<file path="src/tlse_queue.sv">
// Two-entry queue between the front and the back of the evaluator.
// Generic payload width; uses no package.
module tlse_queue #(
    parameter int W = 60
) (
    input  logic         aclk,
    input  logic         aresetn,
    input  logic         push,
    input  logic [W-1:0] wdata,
    output logic         full,
    input  logic         pop,
    output logic [W-1:0] rdata,
    output logic         empty
);

    logic [W-1:0] mem [2];
    logic         wptr_reg, wptr_next;
    logic         rptr_reg, rptr_next;
    logic [1:0]   count_reg, count_next;

    assign full  = (count_reg == 2'd2);
    assign empty = (count_reg == 2'd0);
    assign rdata = mem[rptr_reg];

    // Pointer and fill count update
    always_comb begin
        wptr_next  = wptr_reg;
        rptr_next  = rptr_reg;
        count_next = count_reg;
        if (push) begin
            wptr_next = ~wptr_reg;
        end
        if (pop) begin
            rptr_next = ~rptr_reg;
        end
        if (push && !pop) begin
            count_next = count_reg + 2'd1;
        end else if (pop && !push) begin
            count_next = count_reg - 2'd1;
        end
    end

    always_ff @(posedge aclk) begin
        if (!aresetn) begin
            wptr_reg  <= 1'b0;
            rptr_reg  <= 1'b0;
            count_reg <= 2'd0;
        end else begin
            wptr_reg  <= wptr_next;
            rptr_reg  <= rptr_next;
            count_reg <= count_next;
        end
    end

    // Entry storage
    always_ff @(posedge aclk) begin
        if (push) begin
            mem[wptr_reg] <= wdata;
        end
    end

endmodule

</file>
<file path="config.mk">
export PLATFORM = sky130hd
export DESIGN_NAME = tlse_queue
export DESIGN_NICKNAME = d
export VERILOG_FILES = /design/src/tlse_queue.sv
export SDC_FILE = /design/constraint.sdc
export NUM_CORES = 1
export LEC_CHECK = 0
export BUFFER_PORTS_ARGS = -buffer_cell sky130_fd_sc_hd__buf_2
export CAP_MARGIN = 25
export CORE_MARGIN = 2
export CORE_UTILIZATION = 55
export CTS_CLUSTER_SIZE = 8
export DETAILED_ROUTE_END_ITERATION = 10
export GPL_ROUTABILITY_DRIVEN = 0
export PLACE_DENSITY = 0.81
export SYNTH_ARGS = -nofsm -noshare
export SYNTH_HDL_FRONTEND = slang
export SYNTH_SLANG_ARGS = --single-unit
export TNS_END_PERCENT = 20
</file>
<file path="constraint.sdc">
create_clock -name aclk -period 7.5 [get_ports aclk]
set_input_delay 1.5 -clock aclk [delete_from_list [all_inputs] [get_ports aclk]]
set_output_delay 1.5 -clock aclk [all_outputs]
set_load 0.01 [all_outputs]
</file>
==> Word-level counts from Yosys, hierarchy flattened <==
Memory sizes are Yosys's and may differ from the RTL's. A register that Yosys moved wholly into a read port is not among the register bits.
Index checks and enable logic that the tools add are counted.
{ "classes": {"reduce_logical": 6, "n_eq_ne": 1, "bitwise": 2, "mux": 6, "n_addsub": 2} }
{ "op_table": {"columns": ["cell", "count"], "rows": [
  ["1-bit 2-to-1 mux", 4],
  ["2-bit 2-to-1 mux", 2],
  ["2-bit by 1-bit adder with 2-bit output, second input constant", 1],
  ["2-bit == test, second input constant", 1],
  ["1-bit logical AND", 2],
  ["1-bit zero test", 2],
  ["2-bit zero test", 1],
  ["1-bit NOT", 2],
  ["2-bit nonzero test", 1],
  ["2-bit by 1-bit subtractor with 2-bit output, second input constant", 1]
]} }
{ "totals": {"out_inout_bits": 62, "regBits": 4, "inputBits": 64, "elab_cells": 21, "mem_count": 1, "mem_bits_rw": 120} }
{ "memory_table": {"columns": ["name", "depth", "width", "read_ports", "rd_clocked_by_memory_dff", "write_ports", "line_no", "source"], "rows": [
  ["mem", 2, 60, 1, 1, 1, "16", "logic [W-1:0] mem [2];"]
]} }

==> Logic depth before layout (Yosys ltp) <==
Gate-level depths: netlist of the first run.
{ "depth": {"depth_word": 4, "depth_mapped": 5, "depth_no_buf": 5} }

==> Worst setup path after synthesis of the first run <==
No wires, ideal clock.
{ "synth_path": {"path_kind": "input port to flip-flop", "start": "in push", "end": "mem mem[0][0], enable pin", "arrival_ns": 4.175, "path_buffers": 0, "t_required_ns": 7.014, "path_stages": 1, "setup_slack_ns": 2.839, "setup_time_ns": 0.486, "path_cell_list": "nor2b_1"} }
{ "synth_via": {"elab_chain_len": 2} }
{ "synth_lines": {"columns": ["item", "line_no", "source"], "rows": [
  ["start, declared", "8", "input logic push,"],
  ["1-bit 2-to-1 mux", "57", "if (push) begin"],
  ["1-bit 2-to-1 mux (not written as such)", "58", "mem[wptr_reg] <= wdata;"],
  ["end, declared", "16", null]
]} }
No other way between the ends.

==> results of run 1 <==
[report_power, final]
group | switching (mW) | total (mW) | leakage [nW] | internal (mW)
Clock | 0.270 | 0.771 | 0.275 | 0.501
Combinational | 0.0768 | 0.151 | 0.795 | 0.0744
Sequential | 0.0135 | 0.821 | 1.17 | 0.807
Total | 0.360 | 1.74 | 2.24 | 1.38
[final timing paths]
path	from	endpoint	slack, ps	cells past startpoint
worst min register to register	count_reg[1]$_SDFFE_PN0P_	count_reg[1]$_SDFFE_PN0P_	510	2
worst max register to register	wptr_reg$_SDFFE_PN0P_	mem[1][33]$_DFFE_PP_	5640	2
worst max-delay path	flip-flop	rdata[33]	3730	3
worst min-delay path	count_reg[1]$_SDFFE_PN0P_	count_reg[1]$_SDFFE_PN0P_	510	2
[layout by cell type (no fill, tap or decap)]
master	netlist	layout
xnor2_1	1	1
clkinvlp_4	0	2
edfxtp_1	120	120
inv_6	0	1
o21ai_0	1	1
nor2b_1	2	1
o21a_1	1	1
mux2_2	60	60
nor2_1	1	1
ha_1	1	1
and2_1	4	3
or3_1	1	1
clkbuf_16	0	16
inv_1	1	1
clkinv_4	0	1
clkinv_2	0	4
and2b_2	1	1
bufinv_16	0	3
nor2b_4	0	1
clkbuf_8	0	1
clkbuf_1	0	2
xor2_1	2	2
dfxtp_2	0	1
clkinv_1	0	1
and2_2	0	1
buf_4	0	3
dfxtp_1	5	4
a21boi_1	1	1
buf_2	7	125
[stage by stage]
step	total power, mW	util (%)	setup WS [ps]
2_1_floorplan	0.920	-	2840
3_3_place_gp	0.981	65.3	4250
3_5_place_dp	0.987	65.3	4220
4_1_cts	1.76	72.4	3690
5_1_grt	1.81	72.4	3600
6_report	1.74	72.4	3730
[layer usage]
layer / wire length (um) / track usage, % / part of all wire [%]
met5: 0 / 0 / 0
met4: 62 / 9.78 / 0.80
met3: 537 / 5.43 / 7.0
met2: 3860 / 28.6 / 50
met1: 3250 / 21.8 / 42
[area by class of cell]
type | count | area (um2)
Clock buffer | 19 | 422
Clock inverter | 12 | 146
Fill cell | 556 | 2240
Inverter | 1 | 3.75
Multi-Input combinational cell | 76 | 800
Sequential cell | 125 | 3700
Tap cell | 105 | 131
Timing Repair Buffer | 128 | 648
[kinds of logic (layout without fill, tap and decap cells)]
logic type / count (synthesis) / after routing / share of synthesized area [%]
flops: 125 / 125 / 81.7
xor+xnor: 3 / 3 / 0.580
simple gates: 9 / 9 / 1.24
compound gates: 3 / 3 / 0.442
buf+inv: 8 / 160 / 0.855
mux: 60 / 60 / 14.9
fa+ha+maj: 1 / 1 / 0.276
[worst max-delay path, stage by stage (launching register included)]
cell	delay, ps
dfxtp_2	620
buf_4	570
mux2_2	420
buf_2	140
==> summary.txt, run 1 <==
Die
  • Site Rows: 33
  • Initial core utilization: 56.0%
  • Die ar.: 8980 um2
  • Core Box Area: about 8000 um2
  • Die height: 94.8 um
  • IO Count: 126
  • Die Wd: 94.8 um

Clock tree
  • Clk Latency, worst-skew pair: approximately 490 ps
  • CTS Hold Bufs: 0
  • Root Buffer Master: clkbuf_8
  • Inserted Clock Buffers: 17
  • Clock buffer depth: 2
  • H-tree depth: 4
  • Post-CTS setup buffer count: 0
  • Clock slew at reported path FFs: 50 ps
  • Clock Sinks: between 100 and 150
  • Post-CTS Resized: 0
  • CTS tree: built

Synthesis
  • Synth Warn #: 0
  • Synthesized Nets: 274
  • Area of the mapped netlist: between 4000 and 5000 um2
  • Cell taking the most area after synthesis: edfxtp_1
  • Unique masters post-synth: 16
  • #FFs+latches synth: 125
  • Number of synthesized flops with an enable pin: between 100 and 150
  • Area fraction of the dominant cell type after synthesis: 79.5%
  • Top-count cell post-synth: edfxtp_1
  • Commonest cells in the synthesized netlist: 120 x edfxtp_1, 60 x mux2_2, 7 x buf_2, 5 x dfxtp_1, 4 x and2_1
  • Sequential share of the synthesized area: 81.7%
  • Synth area leaders: edfxtp_1 79%, mux2_2 15%, dfxtp_1 2.2%, buf_2 0.77%, and2_1 0.55%
  • Ys flop type: edfxtp_1
  • Post-synthesis instance total: 209
  • Post-synth ARST share: 0%
  • Avg Cell Area, Syn: 21.7 um2

Routing
  • Violation count after the first detailed-route iteration: between 100 and 150
  • DRC Markers: 0
  • Via count: 2364
  • Number of nets with antenna violations after routing: 0
  • Drt first pass iters: 4
  • Wirelength per Cell: about 17 um
  • Routed WL: 7.71 mm
  • Via density: 5.07

STA
  • Final period demand of the worst path: 3770 ps
  • RSZ-0062 raised after global routing: false
  • Hold Slack: 510 ps
  • Slew Viols, Final: 0
  • Final Cycle Share: 50.3%
  • Final clock skew: 7.03 ps
  • Final setup violation count: 0
  • Achievable Freq: 0.265 GHz
  • Worst slew margin: 55.2%
  • Fin. Hold Viols: 0
  • Worst-Margin Slew: 672 ps
  • Fin Setup TNS: 0 ps

Critical path
  • CP arrival: 2270 ps
  • Critical path required time: 6000 ps
  • WS Path Type: reg -> out
  • Worst Path Max Fanout: slightly above 40
  • CP Capture Type: output pin
  • CP Launch Type: flip-flop

Global routing
  • Initial antenna violation count: 0
  • Global Route Usage Sum: ~18%
  • First-pass GRT wire length: around 11 mm
  • Gr ovfl total: 0
  • Vias in the first global route: approximately 2400
  • Largest net degree at the start of global routing: 48

Pwr
  • Maximum VDD drop: 174 uV
  • Lkg Pwr: 2.24 nW
  • Pwr/cell area: 298 nW/um2

Finish
  • Final Instance Count excl. Fillers: ~470
  • N_diodes: 0
  • Share of cells above drive strength 1: roughly three fifths
  • Post-route cell area: 5860 um2
  • Layout Nets: between 400 and 500
  • Max FFs per register: 120
  • Layout area overhead: 29.2%

Placed design
  • PortBufs: 125
  • Hpwl dp: between 4 and 5 mm
  • Post-DP Area: 5290 um2
  • Dpl cells: around 440

Outcome
  • Status: finished clean

Run
  • MaxCap Viol Count: 0

Hold path
  • Type of the tightest min-delay check: reg -> reg
No activity file was read; power rests on OpenSTA's default activity.
==> run 2: changes to the inputs <==
Settings changed: CORE_UTILIZATION 55 to 46, PLACE_DENSITY 0.81 to 0.72.
Clock period 7.5 ns to 3.15 ns, I/O delays scaled along.
==> run 2 against run 1 <==
Compared with the run above:
- global-route usage down 2.5 points
- first-iteration DRC count down 37%
- sequential cell count unchanged
- critical path type unchanged
- total power up 140%
- core utilization down 11 points
- largest power group unchanged
- critical path depth unchanged
- clock-buffer cell count unchanged
==> summary.txt, run 2 (same netlist as run 1, synthesis figures left out) <==
Finish
  • Highest-count cells in the layout ignoring fill and taps: 125 x buf_2, 120 x edfxtp_1, 60 x mux2_2
  • Final Instance Count excl. Fillers: 496 (+6.4%)
  • Commonest non-fill, non-tap cell in the layout: buf_2
  • # fillers: 748 (+35%)
  • Layout Nets: 415 (+0.24%)
  • Max FFs per register: 120 (unchanged)
  • Share of cells above drive strength 1: 60.9% (about the same)
  • Post-route cell area: 5940 um2 (+1.4%)
  • Layout area overhead: 31.0%
  • Final Util: 61.3% (-11 points)
  • N_diodes: 0 (unchanged)

Routing
  • Drt first pass iters: 5 (+1)
  • Via density: 4.78 (-5.8%)
  • Number of nets with antenna violations after routing: 0 (unchanged)
  • Wirelength per Cell: 15.8 um (-4.5%)
  • DRC Markers: 0 (unchanged)
  • Via count: 2370 (+0.25%)
  • Violation count after the first detailed-route iteration: 77 (-37%)
  • Routed WL: 7.84 mm (+1.6%)

Critical path
  • CP Capture Type: output pin
  • R2R Setup Slk: 1580 ps (-4060 ps)
  • CP arrival: 1920 ps (-350 ps)
  • WS Path Type: reg -> out
  • R2R cell count: 2 (unchanged)
  • Reg-to-reg endpoint: mem[1][59]$_DFFE_PP_
  • CP Launch Type: flip-flop
  • Worst Setup EP: rdata[20]
  • RR Startpoint: wptr_reg$_SDFFE_PN0P_
  • Critical path required time: 2520 ps (-3480 ps)
  • Worst Path Max Fanout: 19 (-54%)

Placed design
  • Dpl cells: 464 (+6.7%)
  • Post-DP Area: 5370 um2 (+1.5%)
  • Hpwl dp: 5.17 mm (+6.3%)
  • PortBufs: 125 (unchanged)
  • Place WS: 1070 ps (-3150 ps)

Clock tree
  • Inserted Clock Buffers: 17 (unchanged)
  • Clk Latency, worst-skew pair: 500 ps (about the same)
  • Clock buffer depth: 2 (unchanged)
  • CTS tree: built
  • H-tree depth: 4 (unchanged)
  • Root Buffer Master: clkbuf_8
  • Post-CTS setup buffer count: 0 (unchanged)
  • CTS Hold Bufs: 0 (unchanged)
  • Clock slew at reported path FFs: 60 ps (about the same)
  • Post-CTS Resized: 0 (unchanged)
  • Clock Sinks: 125 (unchanged)

Die
  • Initial core utilization: 46.8% (-9.2 points)
  • IO Count: 126 (unchanged)
  • Core Box Area: 9680 um2 (+20%)
  • Die ar.: 10700 um2 (+19%)
  • Die Wd: 103 um (+9.0%)
  • Site Rows: 36 (+9.1%)
  • Die height: 103 um (+9.0%)

Global routing
  • Largest net degree at the start of global routing: 44 (-8.3%)
  • First-pass GRT wire length: 11.6 mm (+1.3%)
  • Initial antenna violation count: 1 (+1)
  • Gr ovfl total: 0 (unchanged)
  • Global Route Usage Sum: 15.4% (-2.5 points)
  • Vias in the first global route: 2363 (-1.7%)

STA
  • Fin. Hold Viols: 0 (unchanged)
  • Final Cycle Share: 81.0%
  • Final WS setup: 598 ps (-3130 ps)
  • Slew Viols, Final: 0 (unchanged)
  • Fin Setup TNS: 0 ps (unchanged)
  • Worst slew margin: 58.2% (+2.9 points)
  • Achievable Freq: 0.392 GHz
  • Final setup violation count: 0 (unchanged)
  • Final period demand of the worst path: approximately 2600 ps
  • RSZ-0062 raised after global routing: false
  • Worst-Margin Slew: 626 ps (-45.3 ps)
  • Final clock skew: 6.85 ps (-0.182 ps)

Hold path
  • Type of the tightest min-delay check: in -> reg

Pwr
  • Psw: 0.857 mW (+140%)
  • Maximum VDD drop: 394 uV (+130%)
  • Lkg Pwr: 2.25 nW (+0.59%)
  • Sw Ratio: 20.6% (-0.060 points)
  • Pwr/cell area: 700 nW/um2 (+140%)
  • Flop pwr share: 46.9% (-0.2 points)
  • Clk pwr share: 44.2% (about the same)
  • Int Pwr: 3.30 mW (+140%)
  • Combinational share of power: 8.9% (+0.2 points)

Run
  • MaxCap Viol Count: 0 (unchanged)

Outcome
  • Status: finished clean
## run 2: changes by cell type in the layout (fill, tap and decap cells not counted)
| cell | delta |
|---|---|
| inv_6 | -1 |
| buf_4 | -2 |
| clkinv_1 | +1 |
| clkinvlp_4 | +1 |
| buf_12 | +3 |
## run 2: cell type report
class | instances | area [um2] | area share (%)
flip-flops and latches | 125 | 3700 | 62.4
multi-input cells | 76 | 800 | 13.5
repair buffers | 129 | 693 | 11.7
clock buffers | 19 | 422 | 7.10
well taps | 133 | 166 | 2.80
clock inverters | 13 | 149 | 2.51
inverters | 1 | 3.75 | 0.0632
## run 2: how the worst min path moves through the flow
stage,from,to,slack [ps],cells after the start
after floorplan,count_reg[1]$_SDFFE_PN0P_,count_reg[1]$_SDFFE_PN0P_,470,2
after global placement,count_reg[1]$_SDFFE_PN0P_,count_reg[1]$_SDFFE_PN0P_,480,2
after detailed placement,count_reg[1]$_SDFFE_PN0P_,count_reg[1]$_SDFFE_PN0P_,510,2
after CTS,wdata[58],mem[0][58]$_DFFE_PP_,280,1
after global routing,wdata[58],mem[0][58]$_DFFE_PP_,280,1
final,wdata[57],mem[1][57]$_DFFE_PP_,310,1
## run 2: through the flow
| stage | hold slack [ps] | total power, mW |
|---|---|---|
| after floorplan | 466 | 2.19 |
| after global placement | 483 | 2.35 |
| after detailed placement | 514 | 2.36 |
| after CTS | 282 | 4.21 |
| after global routing | 281 | 4.32 |
| final | 313 | 4.16 |
## run 2: routing by layer
layer / up-vias / part of all wire, % / track usage (%)
li1: 1115 / - / -
met1: 1164 / 40 / 17.7
met2: 79 / 52 / 25.2
met3: 10 / 6.3 / 6.59
met4: 2 / 1.2 / 6.68
met5: - / 0.14 / 0
## run 2: worst max-delay path: stages, from the launching register on
cell and delay [ps]:
dfxtp_2 560, buf_4 340, mux2_2 380, buf_2 140
## run 2: power groups by stage
stage	logic, mW	registers, mW	clock network, mW
5_1_grt	0.406	1.96	1.96
2_1_floorplan	0.216	1.97	0
3_3_place_gp	0.370	1.98	0
4_1_cts	0.378	1.95	1.88
6_report	0.370	1.95	1.84
3_5_place_dp	0.377	1.99	0
==> run 3: changes to the inputs <==
Settings changed: CORE_UTILIZATION 46 to 51, PLACE_DENSITY 0.72 to 0.76.
Clock period 3.15 ns to 2.5 ns, I/O delays scaled along.
==> run 3 against run 2 <==
Compared with the run above:
- cell area shrank 1.2%
- clock power increased by 20%
- final cell count decreased by 4.8%
- largest power group unchanged
- clock-buffer cell count did not move
- combinational power grew 27%
- highest routed layer is now met4
==> summary.txt, run 3 (same netlist as run 1, synthesis figures left out) <==
Outcome
  • Status: finished clean

Placed design
  • Dpl cells: 440 (-5.2%)
  • PortBufs: 125 (unchanged)
  • Hpwl dp: 4.97 mm (-3.8%)

Pwr
  • Int Pwr: 4.05 mW (+23%)
  • Combinational share of power: 9.2% (+0.3 points)
  • Psw: 1.07 mW (+25%)
  • Flop pwr share: 47.8% (+0.9 points)
  • Clk pwr share: 43.0% (-1.2 points)
  • Pwr/cell area: 874 nW/um2 (+25%)
  • Lkg Pwr: 2.24 nW (-0.44%)
  • Maximum VDD drop: 551 uV (+40%)
  • Sw Ratio: 20.9% (+0.33 points)

Critical path
  • R2R Setup Slk: 1200 ps (-380 ps)
  • WS Path Type: reg -> out
  • CP arrival: 1710 ps (-210 ps)
  • Critical path required time: 2000 ps (-520 ps)
  • CP Launch Type: flip-flop
  • Worst Path Max Fanout: 60 (+41)
  • CP Capture Type: output pin

Finish
  • Commonest non-fill, non-tap cell in the layout: buf_2
  • Highest-count cells in the layout ignoring fill and taps: 125 x buf_2, 120 x edfxtp_1, 60 x mux2_2
  • Share of cells above drive strength 1: 61.3% (+0.38 points)
  • FF/Latch Area: 3700 um2 (unchanged)
  • Multi-input logic area: 800 um2 (unchanged)
  • N_diodes: 0 (unchanged)
  • Max FFs per register: 120 (unchanged)
  • Layout area overhead: 29.4%
  • # fillers: 608 (-19%)
  • Final Instance Count excl. Fillers: 472 (-4.8%)
  • Layout Nets: 416 (+0.24%)

Routing
  • Via density: 5.01 (+4.9%)
  • Number of nets with antenna violations after routing: 0 (unchanged)
  • DRC Markers: 0 (unchanged)
  • Via count: 2365 (-0.21%)
  • Violation count after the first detailed-route iteration: 132 (+71%)
  • Routed WL: 7.77 mm (-0.87%)
  • Wirelength per Cell: 16.5 um (+4.2%)
  • Drt first pass iters: 4 (-1)

Clock tree
  • Clk Latency, worst-skew pair: 490 ps (about the same)
  • CTS Hold Bufs: 0 (unchanged)
  • Clock Sinks: 125 (unchanged)
  • CTS tree: built
  • Root Buffer Master: clkbuf_8
  • Post-CTS setup buffer count: 0 (unchanged)
  • Clock slew at reported path FFs: 50 ps (about the same)
  • Post-CTS Resized: 0 (unchanged)
  • Inserted Clock Buffers: 17 (unchanged)
  • Clock buffer depth: 2 (unchanged)
  • H-tree depth: 4 (unchanged)

Global routing
  • First-pass GRT wire length: 12.0 mm (+4.1%)
  • Initial antenna violation count: 0 (-1)
  • Vias in the first global route: 2521 (+6.7%)
  • Gr ovfl total: 0 (unchanged)
  • Largest net degree at the start of global routing: 61 (+39%)
  • Global Route Usage Sum: 16.6% (+1.2 points)

STA
  • Worst slew margin: 70.0% (+12 points)
  • RSZ-0062 raised after global routing: false
  • Fin Setup TNS: 0 ps (unchanged)
  • Hold Slack: 194 ps (-118 ps)
  • Final clock skew: 4.46 ps (-2.39 ps)
  • Slew Viols, Final: 0 (unchanged)
  • Achievable Freq: between 0.4 and 0.5 GHz
  • Worst-Margin Slew: 450 ps (-177 ps)
  • Final Cycle Share: 88.3%
  • Fin. Hold Viols: 0 (unchanged)
  • Final period demand of the worst path: 2210 ps
  • Final setup violation count: 0 (unchanged)

Run
  • MaxCap Viol Count: 0 (unchanged)

Die
  • Die ar.: 9660 um2 (-9.4%)
  • IO Count: 126 (unchanged)
  • Initial core utilization: 52.2% (+5.4 points)
  • Site Rows: 34 (-5.6%)
  • Core Box Area: 8680 um2 (-10%)
  • Die height: 98.3 um (-4.8%)
  • Die Wd: 98.3 um (-4.8%)

Hold path
  • Type of the tightest min-delay check: in -> reg
-- run 3: cell types whose count changed in the layout (fill, tap and decap cells not counted) --
cell       change
buf_12         -2
clkinv_2       +2
bufinv_16      -1
buf_4          +3
clkinv_1       -1
-- run 3: worst max-delay path, cell delays in order, from the launching register on --
cell,delay (ps)
dfxtp_2,330
buf_12,290
mux2_2,400
buf_2,140
-- run 3: power by group through the flow --
stage               Sequential (mW)  Combinational, mW  Clock [mW]
finish                         2.45              0.469        2.21
global route                   2.46              0.509        2.37
CTS                            2.45              0.480        2.26
detailed placement             2.49              0.476           0
global placement               2.49              0.467           0
floorplan                      2.48              0.273           0
-- run 3: final timing paths --
path | start | end | cells past startpoint
worst max register to register | wptr_reg$_SDFFE_PN0P_ | mem[1][40]$_DFFE_PP_ | 2
worst min-delay path | wdata[56] | mem[1][56]$_DFFE_PP_ | 1
worst min register to register | count_reg[1]$_SDFFE_PN0P_ | count_reg[1]$_SDFFE_PN0P_ | 2
worst max-delay path | flip-flop | rdata[7] | 3
-- run 3: final cells by class --
class / instances / area share [%]
clock inverters: 13 / 2.13
inverters: 1 / 0.0640
multi-input cells: 76 / 13.6
flip-flops and latches: 125 / 63.2
repair buffers: 130 / 11.5
clock buffers: 19 / 7.19
well taps: 108 / 2.30
-- run 3: through the flow --
| stage | area, um2 | util [%] | setup WS, ps | total power, mW |
|---|---|---|---|---|
| after global routing | 5870 | 67.6 | 229 | 5.34 |
| final | 5870 | 67.6 | 293 | 5.13 |
| after global placement | 5320 | 61.3 | 807 | 2.95 |
| after floorplan | 4540 | - | 161 | 2.76 |
| after detailed placement | 5320 | 61.3 | 811 | 2.97 |
| after CTS | 5870 | 67.6 | 269 | 5.19 |
-- run 3: layer usage --
metal,vias to the layer above,share of wire [%],GRT usage (%)
met5,-,0,0
met4,0,0.54,6.43
met3,4,8.4,6.73
met2,100,51,27.9
met1,1150,40,19.1
li1,1111,-,-
