--- src/tlse_pkg.sv ---
// Shared codes and node tables for the triangle Lagrange shape evaluator.
// Holds element order codes, node kinds, rounding shift codes and the stage
// control struct. Depends on nothing.
package tlse_pkg;

    // Effective element order
    localparam logic [1:0] ORDER_LINEAR = 2'd1;
    localparam logic [1:0] ORDER_QUAD   = 2'd2;
    localparam logic [1:0] ORDER_CUBIC  = 2'd3;

    // Kind of node being evaluated
    localparam logic [2:0] KIND_LIN_VTX   = 3'd0;
    localparam logic [2:0] KIND_QUAD_VTX  = 3'd1;
    localparam logic [2:0] KIND_QUAD_EDGE = 3'd2;
    localparam logic [2:0] KIND_CUB_VTX   = 3'd3;
    localparam logic [2:0] KIND_CUB_EDGE  = 3'd4;
    localparam logic [2:0] KIND_CENTRE    = 3'd5;

    // Rounding shift applied to a product
    localparam logic [1:0] SH_NONE = 2'd0;
    localparam logic [1:0] SH_F    = 2'd1;
    localparam logic [1:0] SH_F1   = 2'd2;

    localparam logic [3:0] NODE_CENTRE = 4'd9;

    // Control that travels with one node through the back pipeline
    typedef struct packed {
        logic [1:0] sh1;
        logic [1:0] sh2;
        logic [1:0] sh3;
        logic [1:0] sh4;
        logic       pre9;
        logic       gadd;
        logic       mul27;
        logic       centre;
        logic [1:0] idx_a;
        logic [1:0] idx_b;
        logic [3:0] node;
        logic       last;
    } node_ctl_t;

    // Number of nodes for an effective order
    function automatic logic [3:0] node_count(input logic [1:0] ord);
        unique case (ord)
            ORDER_LINEAR: node_count = 4'd3;
            ORDER_QUAD:   node_count = 4'd6;
            default:      node_count = 4'd10;
        endcase
    endfunction

    // Node kind from order and node number
    function automatic logic [2:0] node_kind(input logic [1:0] ord, input logic [3:0] k);
        priority if (k < 4'd3) begin
            unique case (ord)
                ORDER_LINEAR: node_kind = KIND_LIN_VTX;
                ORDER_QUAD:   node_kind = KIND_QUAD_VTX;
                default:      node_kind = KIND_CUB_VTX;
            endcase
        end else if (ord == ORDER_QUAD) begin
            node_kind = KIND_QUAD_EDGE;
        end else if (k == NODE_CENTRE) begin
            node_kind = KIND_CENTRE;
        end else begin
            node_kind = KIND_CUB_EDGE;
        end
    endfunction

    // First area coordinate of a node
    function automatic logic [1:0] node_a(input logic [1:0] ord, input logic [3:0] k);
        node_a = 2'd0;
        if (k < 4'd3) begin
            node_a = k[1:0];
        end else if (ord == ORDER_QUAD) begin
            unique case (k)
                4'd3:    node_a = 2'd0;
                4'd4:    node_a = 2'd1;
                default: node_a = 2'd2;
            endcase
        end else begin
            unique case (k)
                4'd3:    node_a = 2'd0;
                4'd4:    node_a = 2'd1;
                4'd5:    node_a = 2'd1;
                4'd6:    node_a = 2'd2;
                4'd7:    node_a = 2'd2;
                default: node_a = 2'd0;
            endcase
        end
    endfunction

    // Second area coordinate of an edge node
    function automatic logic [1:0] node_b(input logic [1:0] ord, input logic [3:0] k);
        node_b = 2'd0;
        if (k < 4'd3) begin
            node_b = k[1:0];
        end else if (ord == ORDER_QUAD) begin
            unique case (k)
                4'd3:    node_b = 2'd1;
                4'd4:    node_b = 2'd2;
                default: node_b = 2'd0;
            endcase
        end else begin
            unique case (k)
                4'd3:    node_b = 2'd1;
                4'd4:    node_b = 2'd0;
                4'd5:    node_b = 2'd2;
                4'd6:    node_b = 2'd1;
                4'd7:    node_b = 2'd0;
                default: node_b = 2'd2;
            endcase
        end
    endfunction

endpackage

--- src/tlse_front.sv ---
// Front end: accepts point beats, forms the three area coordinates and the
// effective element order, and pushes them into the queue. Uses tlse_pkg.
module tlse_front #(
    parameter int FRAC_BITS = 16,
    parameter int EW        = 60
) (
    input  logic          aclk,
    input  logic          aresetn,
    input  logic          cfg_we,
    input  logic [1:0]    cfg_wdata,
    input  logic          s_axis_tvalid,
    output logic          s_axis_tready,
    input  logic [39:0]   s_axis_tdata,
    input  logic          q_full,
    output logic          q_push,
    output logic [EW-1:0] q_wdata
);

    localparam int LW = ((FRAC_BITS > 18) ? FRAC_BITS : 18) + 2;

    logic [1:0]           order_reg, order_next;
    logic [1:0]           eff_order;
    logic signed [17:0]   coord0, coord1;
    logic signed [LW-1:0] l0, l1, l2, unit;

    // Element order register; the user must write it only while idle, the block does not enforce this
    always_comb begin
        order_next = order_reg;
        if (cfg_we) begin
            order_next = cfg_wdata;
        end
    end

    always_ff @(posedge aclk) begin
        if (!aresetn) begin
            order_reg <= tlse_pkg::ORDER_LINEAR;
        end else begin
            order_reg <= order_next;
        end
    end

    // Order zero is treated as linear.
    assign eff_order = (order_reg == 2'd0) ? tlse_pkg::ORDER_LINEAR : order_reg;

    // Area coordinates: L3 is one minus the other two.
    assign coord0 = s_axis_tdata[17:0];
    assign coord1 = s_axis_tdata[35:18];
    assign l0     = LW'(coord0);
    assign l1     = LW'(coord1);
    assign unit   = LW'(1) <<< FRAC_BITS;
    assign l2     = unit - l0 - l1;

    assign s_axis_tready = !q_full;
    assign q_push        = s_axis_tvalid && !q_full;
    assign q_wdata       = {l2, coord1, coord0, eff_order};

endmodule

--- config.mk ---
export PLATFORM = sky130hd
export DESIGN_NAME = tlse_front
export DESIGN_NICKNAME = d
export VERILOG_FILES = /design/src/tlse_pkg.sv /design/src/tlse_front.sv
export SDC_FILE = /design/constraint.sdc
export NUM_CORES = 1
export LEC_CHECK = 0
export BUFFER_PORTS_ARGS = -buffer_cell sky130_fd_sc_hd__buf_4
export CAP_MARGIN = 20
export CELL_PAD_IN_SITES_DETAIL_PLACEMENT = 0
export CELL_PAD_IN_SITES_GLOBAL_PLACEMENT = 1
export CORE_MARGIN = 1
export CORE_UTILIZATION = 26
export CTS_BUF_LIST = sky130_fd_sc_hd__clkbuf_8
export DETAILED_ROUTE_END_ITERATION = 16
export PLACE_DENSITY = 0.87
export SYNTH_ARGS = -nofsm -noshare
export SYNTH_HDL_FRONTEND = slang
export SYNTH_SLANG_ARGS = --single-unit
--- constraint.sdc ---
create_clock -name aclk -period 2.85 [get_ports aclk]
set_clock_uncertainty 0.2 [all_clocks]
set_input_delay 0.4275 -clock aclk [delete_from_list [all_inputs] [get_ports aclk]]
set_output_delay 0.4275 -clock aclk [all_outputs]
set_load 0.01 [all_outputs]
# Word-level counts from Yosys, hierarchy flattened
# Index checks and enable logic that the tools add are counted.
[totals] ff_bits=2 inputBits=47
[op_classes] n_addsub=2 n_mux=1 n_reduce_logical=3
[ops] op="$sub 19x18->20" n=1
[ops] op="$sub 18x18->19 const A" n=1
[ops] op="$logic_not 2->1" n=1
[ops] op="$mux 2" n=1
[ops] op="$logic_and 1x1->1" n=1
[ops] op="$logic_not 1->1" n=1

# Longest topological paths before layout
# Gate-level depths: netlist (run 1).
[depth] depth_word=2 mapped_depth=11 mapped_depth_nobuf=11

# Worst setup path before layout (run 1)
# Ideal clock, no wire load.
[synth_path] kind="input to output" start="input port s_axis_tdata[1]" end="output port q_wdata[55]" required_time_ns=2.223 stages=11 arrival_time_ns=2.768 slack_ns=-0.545 path_cell_list="ha_1 > inv_1 > ha_1 > inv_1 > fa_1 > nand2b_1 > a21o_2 > a311oi_2 > a311o_1 > a2111oi_0 > nor4_1"
[synth_via] elab_chain_cells=2
[synth_rtl] item="start: declaration" line_no="tlse_front.sv:13" text="input logic [39:0] s_axis_tdata,"
[synth_rtl] item="$sub 18x18->19" line_no="tlse_front.sv:51" text="assign l2 = unit - l0 - l1;"
[synth_rtl] item="$sub 19x18->20" line_no="tlse_front.sv:51"
[synth_rtl] item="end: declaration" line_no="tlse_front.sv:16" text="output logic [EW-1:0] q_wdata"
# No other way between the ends.

# Worst setup path after layout (run 1)
[layout_path] start="input port s_axis_tdata[19]" end="output port q_wdata[55]"
[layout_via] elab_chain_cells=1
[layout_rtl] item="$sub 19x18->20" line_no="tlse_front.sv:51"
# No other way between the ends.

==> impl_metrics.json, run 1 <==
{
  "synthArstFlopShare": 0,
  "maxSlewHeadroom": 0.656,
  "io_pins": 109,
  "hold_viol_final": 0,
  "yosysSeqAreaShare": 0.0240,
  "timing.setup.tns_ns": -3.83,
  "r2r-start": "order_reg[0]$_SDFFE_PN1P_",
  "outcome": "finished with violations",
  "port_buffers": 102,
  "fp.dieW_um": 82.2,
  "pre_cts_ws_ns": -0.769,
  "start_kind": "input port",
  "first_global_vias": 1741,
  "drt_iter0_drc": 16,
  "crit_start": "s_axis_tdata[19]",
  "syn_inst": 237,
  "globalplace.congestion": 0.853,
  "crit_end": "q_wdata[55]",
  "grt_max_degree": 7,
  "synth_edf_count": 0,
  "first_pass_iters": 4,
  "cts_buffers": 3,
  "holdPathStages": 2,
  "p_leak_nw": 1.55,
  "synth_top_area_frac": 0.269,
  "ys_seq_elements": 2,
  "worst_r2r_endpoint": "order_reg[0]$_SDFFE_PN1P_",
  "cap_violations": 0,
  "crit_fanout": 2,
  "fin_area_um2": 2800,
  "overflow": 0,
  "dpl_cell_area_um2": 2600,
  "finalSetupViolations": 12,
  "start_util": 0.276,
  "required_ns": 2.22,
  "power.density_nw_per_um2": 328,
  "critPathKind": "input port to output port",
  "synthFlopType": "dfxtp_1",
  "grtUsageTotal": 0.128,
  "htree_num_levels": 1,
  "mostFrequentLayoutCell": "buf_4",
  "nFillCells": 607,
  "synthTopCellsByArea": "ha_1 27%, buf_4 18%, inv_1 9.4%",
  "final_cell_mix": "145 x buf_4, 40 x inv_1, 32 x ha_1, 14 x a21oi_1, 11 x nor2_1",
  "die_h_um": 82.2,
  "fin_crit_sh": 1.20,
  "antenna_found_initial": 0,
  "final_layout_size_suffix_gt1_frac": 0.532,
  "cts_tree": "done",
  "n_antenna_cell": 0,
  "hold_path_class": "input port to flip-flop",
  "final_core_util": 0.462,
  "syn_avg_cell_area_um2": 7.05,
  "cp_data_arrival_time_ns": 2.80,
  "synthToLayoutAreaGrowth_pct": 67.6,
  "whs_ns": 0.186,
  "failed_checks": "negative setup slack",
  "critPathCaptureType": "output port",
  "dieArea_um2": 6750,
  "cts.path.max_buffers": 2,
  "rr_worst_depth": 2,
  "route.detailed.wl_per_inst_um": 10.4,
  "synthesis.area_um2": 1670,
  "clk_pin_slew_ns": 0.03,
  "rsz0062_at_grt": "true",
  "core_area_um2": 6060,
  "finalCriticalPeriod_ns": 3.43,
  "drc": 0,
  "largest_register_ffs": 2,
  "fmax_mhz": 292,
  "root_buffer": "clkbuf_8",
  "synth_cell_types": 44,
  "via_per_inst": 4.52,
  "wl_mm": 4.36,
  "vdd_drop_max_mv": 0.306,
  "multi_input_comb_area_um2": 1350,
  "maxSlewViolCount": 0,
  "grt_pass1_wl_mm": 6.93,
  "tightest_slew_ns": 0.511,
  "vias": 1894,
  "drtAntennaViolNets": 0,
  "regArea_um2": 40.0,
  "num_rows": 28,
  "r2r_slack_ns": 2.02,
  "nNetsFinal": 430,
  "yosys.area.top_type": "ha_1",
  "clock_sinks": 2,
  "setup_slack_ns": -0.578,
  "clk_latency_ns": 0.21,
  "yosysWarningCount": 0,
  "post-dp-hpwl_mm": 3.82
}
[cells in the mapped netlist (3+ instances only)]
library cell and instances:
inv_1 42, buf_4 39, ha_1 36, a21oi_1 19
nor2_1 13, nand2_1 10, o21ai_0 8, xnor2_1 8
nand3_1 7, clkbuf_1 5, xor2_1 5, nand2b_1 4
nor2b_1 4, nor3_1 3
[metrics by stage]
step | cells | total power [mW]
6_report | 419 | 0.918
5_1_grt | 419 | 1.00
4_1_cts | 417 | 0.910
3_5_place_dp | 411 | 0.756
3_3_place_gp | 411 | 0.746
2_1_floorplan | 238 | 0.439
[layer usage]
| layer | track usage | vias to the layer above | share of wire |
|---|---|---|---|
| met5 | 0 | - | 0 |
| met3 | 0.0176 | 4 | 0.079 |
| li1 | - | 970 | - |
| met4 | 0.0175 | 0 | 0.0094 |
| met2 | 0.269 | 84 | 0.52 |
| met1 | 0.133 | 836 | 0.39 |
[cells by family (layout without fill, tap and decap cells)]
logic type	Yosys count	after routing	share of synthesized area
buffers and inverters	87	193	0.284
muxes	3	3	0.0187
xor gates and xnor gates	13	13	0.0681
and+or+nand+nor	48	48	0.144
adders and majority gates	37	37	0.281
other	1	2	0.00224
DFF	2	2	0.0240
AOI/OAI and AO/OA	46	46	0.178
[what timing repair did]
action                                  CTS  global route
endpoints found under the setup margin   12            13
gates resized for setup                  17             6
setup buffers                             3             4
hold buffers                              0             0
pin swaps                                15             9
[how the worst min path moves through the flow]
stage	start	to	slack, ns
4_1_cts	aresetn	order_reg[0]$_SDFFE_PN1P_	0.18
5_1_grt	aresetn	order_reg[0]$_SDFFE_PN1P_	0.20
3_3_place_gp	order_reg[0]$_SDFFE_PN1P_	order_reg[0]$_SDFFE_PN1P_	0.26
2_1_floorplan	order_reg[0]$_SDFFE_PN1P_	order_reg[0]$_SDFFE_PN1P_	0.23
3_5_place_dp	order_reg[0]$_SDFFE_PN1P_	order_reg[0]$_SDFFE_PN1P_	0.26
6_report	aresetn	order_reg[0]$_SDFFE_PN1P_	0.19
[report_power, final]
group	leakage (nW)	internal [mW]	total (mW)	switching, mW
Combinational	1.52	0.424	0.778	0.354
Clock	0.0216	0.0891	0.109	0.0198
Sequential	0.0166	0.0300	0.0311	0.00110
[area by class of cell]
| class | instances | area share |
|---|---|---|
| clock buffers | 3 | 0.0147 |
| inverters | 42 | 0.0563 |
| multi-input cells | 149 | 0.481 |
| flip-flops and latches | 2 | 0.0143 |
| well taps | 75 | 0.0335 |
| repair buffers | 148 | 0.401 |
[worst max-delay path, stage by stage]
cell,delay [ns]
buf_6,0.10
ha_4,0.22
inv_2,0.06
ha_4,0.13
inv_2,0.03
fa_2,0.34
nand2b_4,0.15
a21o_4,0.21
a311oi_4,0.24
a311o_1,0.30
a2111oi_4,0.10
nor4_2,0.32
buf_4,0.17
No activity file was read; power rests on OpenSTA's default activity.
==> run 2, diff against run 1 <==
- CORE_MARGIN: 1 -> 4
- clock period: 2.85 -> 3 ns (I/O delays scaled with it)
==> impl_metrics.json, run 2 (synthesis gave the netlist of run 1 again) <==
{
  "outcome": "finished with violations",
  "failed_checks": "negative setup slack",
  "route.detailed.wl_per_inst_um": 11.2,
  "hold_buffers": 0,
  "multi_input_comb_area_um2": 1360,
  "fin_crit_sh": 1.14,
  "fmax_mhz": 292,
  "drc": 0,
  "p_leak_nw": 1.52,
  "htree_num_levels": 1,
  "vias": 1867,
  "critPathCaptureType": "output port",
  "worst_r2r_endpoint": "order_reg[1]$_SDFFE_PN0P_",
  "die_h_um": 88.2,
  "maxSlewViolCount": 0,
  "hold_viol_final": 0,
  "globalplace.congestion": 0.770,
  "rsz0062_at_grt": "true",
  "nFillCells": 630,
  "overflow": 0,
  "fp.dieW_um": 88.2,
  "finalCriticalPeriod_ns": 3.43,
  "start_kind": "input port",
  "cap_violations": 0,
  "clk_pin_slew_ns": 0.03,
  "required_ns": 2.35,
  "nNetsFinal": 425,
  "cts.path.max_buffers": 2,
  "r2r_slack_ns": 2.15,
  "clk_latency_ns": 0.21,
  "cp_data_arrival_time_ns": 2.78,
  "cts_buffers": 3,
  "min_from": "aresetn",
  "wl_mm": 4.64,
  "dieArea_um2": 7780,
  "crit_path_max_incr_delay_ns": 0.33,
  "first_global_vias": 1846,
  "regArea_um2": 40.0,
  "hold_path_class": "input port to flip-flop",
  "final_cell_mix": "136 x buf_4, 39 x inv_1, 30 x ha_1, 15 x a21oi_1, 12 x nor2_1",
  "port_buffers": 102,
  "final_layout_size_suffix_gt1_frac": 0.522,
  "setup_slack_ns": -0.425,
  "num_rows": 28,
  "slowest_stage": "fa_2",
  "n_antenna_cell": 0,
  "whs_ns": 0.216,
  "largest_register_ffs": 2,
  "finalPower_mw": 0.879,
  "hold-path-endpoint": "order_reg[0]$_SDFFE_PN1P_",
  "holdPathStages": 2,
  "start_util": 0.274,
  "clock_sinks": 2,
  "synthToLayoutAreaGrowth_pct": 67.5,
  "crit_fanout": 3,
  "antenna_found_initial": 0,
  "root_buffer": "clkbuf_8",
  "drtAntennaViolNets": 0,
  "crit_chain": "buf_8 > ha_4 > inv_2 > ha_4 > inv_2 > fa_2 > nand2b_4 > a21o_4 > a311oi_4 > a311o_1 > a2111oi_4 > nor4_2 > buf_4",
  "power.density_nw_per_um2": 314,
  "cts_tree": "done",
  "tightest_slew_ns": 0.535,
  "io_pins": 109,
  "grtUsageTotal": 0.116,
  "core_area_um2": 6100,
  "post-dp-hpwl_mm": 4.02,
  "maxSlewHeadroom": 0.639,
  "first_pass_iters": 4,
  "vdd_drop_max_mv": 0.314,
  "via_per_inst": 4.51,
  "r2r-start": "order_reg[1]$_SDFFE_PN0P_",
  "finalSetupViolations": 10,
  "grt_pass1_wl_mm": 7.44,
  "critPathKind": "input port to output port",
  "mostFrequentLayoutCell": "buf_4",
  "rr_worst_depth": 2,
  "grt_max_degree": 8,
  "drt_iter0_drc": 60
}
run 2: worst max-delay path by stage:
stage                      from     endpoint  slack (ns)  cells after the start
6_report       s_axis_tdata[19]  q_wdata[55]       -0.43                     13
5_1_grt        s_axis_tdata[19]  q_wdata[55]       -0.56                     13
4_1_cts        s_axis_tdata[19]  q_wdata[55]       -0.49                     13
3_5_place_dp    s_axis_tdata[1]  q_wdata[55]       -0.54                     13
3_3_place_gp    s_axis_tdata[1]  q_wdata[55]       -0.53                     13
2_1_floorplan   s_axis_tdata[1]  q_wdata[55]       -0.25                     11
run 2: metal layers:
metal | vias to the layer above | share of wire | GRT usage
li1 | 953 | - | -
met1 | 832 | 0.38 | 0.126
met2 | 80 | 0.51 | 0.228
met3 | 2 | 0.10 | 0.0245
met4 | 0 | 0.0030 | 0.0220
met5 | - | 0 | 0
run 2: repair_timing:
item,in CTS,in global routing
pin swaps,12,9
hold endpoints to repair,0,0
resized for setup,20,12
endpoints found under the setup margin,10,12
buffers inserted,4,4
run 2: worst max-delay path: cells and delay by family:
kind / cells / cell delay, ns
and+or+nand+nor: 2 / 0.44
buffers and inverters: 4 / 0.35
adders and majority gates: 3 / 0.67
AOI/OAI and AO/OA: 4 / 0.85
run 2: layout make-up:
cell class,count,area share
Multi-Input combinational cell,149,0.487
Timing Repair Buffer,143,0.394
Inverter,42,0.0563
Tap cell,75,0.0335
Clock buffer,3,0.0147
Sequential cell,2,0.0143
run 2: where the power goes:
group / total (mW) / internal [mW] / switching (mW)
Combinational: 0.743 / 0.402 / 0.341
Clock: 0.107 / 0.0850 / 0.0225
Sequential: 0.0295 / 0.0285 / 0.00101
Total: 0.879 / 0.515 / 0.364
run 2: metrics by stage:
stage                util  setup slack, ns  TNS, ns  area [um2]  std cells
floorplan               -           -0.248   -0.443        1740        238
global placement    0.418           -0.525    -2.86        2550        405
detailed placement  0.418           -0.542    -3.02        2550        405
CTS                 0.446           -0.490    -2.31        2720        411
global route        0.459           -0.555    -3.85        2800        414
finish              0.459           -0.425    -2.22        2800        414
==> run 3, diff against run 2 <==
- CORE_ASPECT_RATIO: default -> 0.7
==> impl_metrics.json, run 3 (synthesis gave the netlist of run 1 again) <==
{
  "pre_cts_ws_ns": -0.656,
  "grt_pass1_wl_mm": 7.75,
  "root_buffer": "clkbuf_8",
  "place_inst": 403,
  "synthToLayoutAreaGrowth_pct": 90.0,
  "wl_mm": 5.27,
  "r2r_slack_ns": 2.19,
  "nFillCells": 541,
  "clock_sinks": 2,
  "rr_worst_depth": 2,
  "fin_crit_sh": 1.17,
  "io_pins": 109,
  "whs_ns": 0.209,
  "cts.path.max_buffers": 2,
  "n_antenna_cell": 0,
  "cap_violations": 0,
  "vias": 1846,
  "crit_end": "q_wdata[55]",
  "hold_path_class": "input port to flip-flop",
  "r2r-start": "order_reg[0]$_SDFFE_PN1P_",
  "first_global_vias": 1731,
  "dpl_cell_area_um2": 2510,
  "port_buffers": 102,
  "drt_iter0_drc": 58,
  "cp_data_arrival_time_ns": 2.85,
  "final_core_util": 0.508,
  "start_util": 0.268,
  "tightest_slew_ns": 0.538,
  "worst_r2r_endpoint": "order_reg[0]$_SDFFE_PN1P_",
  "fin_area_um2": 3180,
  "drc": 0,
  "vdd_drop_max_mv": 0.245,
  "rsz0062_at_grt": "true",
  "outcome": "finished with violations",
  "core_area_um2": 6250,
  "die_h_um": 75.1,
  "largest_register_ffs": 2,
  "multi_input_comb_area_um2": 1700,
  "htree_num_levels": 1,
  "route.detailed.wl_per_inst_um": 12.6,
  "maxSlewHeadroom": 0.637,
  "crit_start": "s_axis_tdata[19]",
  "crit_fanout": 3,
  "power.density_nw_per_um2": 314,
  "critPathKind": "input port to output port",
  "antenna_found_initial": 0,
  "first_pass_iters": 4,
  "start_kind": "input port",
  "num_rows": 24,
  "regArea_um2": 40.0,
  "nNetsFinal": 426,
  "clk_latency_ns": 0.21,
  "setup_slack_ns": -0.500,
  "dieArea_um2": 7800,
  "required_ns": 2.35,
  "final_layout_size_suffix_gt1_frac": 0.665,
  "fin_cells": 418,
  "drtAntennaViolNets": 0,
  "via_per_inst": 4.42,
  "globalplace.congestion": 0.860,
  "mostFrequentLayoutCell": "buf_4",
  "maxSlewViolCount": 0,
  "p_leak_nw": 1.55,
  "overflow": 0,
  "failed_checks": "negative setup slack",
  "fmax_mhz": 286,
  "grtUsageTotal": 0.117,
  "critPathCaptureType": "output port",
  "post-dp-hpwl_mm": 4.12,
  "holdPathStages": 2,
  "cts_tree": "done",
  "cts_buffers": 3,
  "clk_pin_slew_ns": 0.03,
  "final_cell_mix": "133 x buf_4, 25 x inv_1, 21 x ha_4, 14 x inv_2",
  "fp.dieW_um": 104,
  "finalCriticalPeriod_ns": 3.50,
  "grt_max_degree": 7,
  "finalSetupViolations": 7,
  "hold_viol_final": 0
}
==> run 3: critical path, cell delays in order <==
cell,delay [ns]
buf_8,0.10
ha_4,0.22
inv_2,0.06
ha_4,0.13
inv_2,0.04
fa_2,0.36
nand2b_4,0.15
a21o_4,0.21
a311oi_4,0.26
a311o_1,0.34
a2111oi_4,0.10
nor4_2,0.27
buf_4,0.16
==> run 3: per-stage QoR <==
step                      TNS [ns]  total power [mW]
after floorplan             -0.443             0.408
after global placement       -2.69             0.691
after detailed placement     -3.23             0.703
after CTS                    -2.74             0.847
after global routing         -2.60              1.08
final                        -2.06             0.997
==> run 3: worst min-delay path by stage <==
stage / from / endpoint / slack, ns
6_report: aresetn / order_reg[0]$_SDFFE_PN1P_ / 0.21
5_1_grt: aresetn / order_reg[0]$_SDFFE_PN1P_ / 0.22
4_1_cts: aresetn / order_reg[0]$_SDFFE_PN1P_ / 0.20
3_5_place_dp: order_reg[0]$_SDFFE_PN1P_ / order_reg[0]$_SDFFE_PN1P_ / 0.28
3_3_place_gp: order_reg[0]$_SDFFE_PN1P_ / order_reg[0]$_SDFFE_PN1P_ / 0.25
2_1_floorplan: order_reg[0]$_SDFFE_PN1P_ / order_reg[0]$_SDFFE_PN1P_ / 0.23
==> run 3: routing by layer <==
| metal | GRT usage | up-vias | part of all wire |
|---|---|---|---|
| met2 | 0.217 | 46 | 0.53 |
| met3 | 0.0146 | 2 | 0.037 |
| met4 | 0.0192 | 0 | 0.0028 |
| met1 | 0.151 | 842 | 0.43 |
| li1 | - | 956 | - |
| met5 | 0 | - | 0 |
==> run 3: report_power, final <==
part	internal, mW	total, mW	switching [mW]
Clock	0.0850	0.107	0.0224
Sequential	0.0285	0.0294	0.000912
Combinational	0.465	0.860	0.395
==> run 3: repair_timing <==
item | 4_1_cts | 5_1_grt
gates resized for setup | 14 | 85
pin swaps | 10 | 33
setup endpoints to repair | 12 | 13
endpoints found under the hold margin | 0 | 0
buffers inserted | 2 | 10
hold buffers | 0 | 0
==> run 3: area by class of cell <==
class / instances / share of cell area
inverters: 42 / 0.0520
flip-flops and latches: 2 / 0.0126
multi-input cells: 149 / 0.536
well taps: 78 / 0.0307
clock buffers: 3 / 0.0130
repair buffers: 144 / 0.356
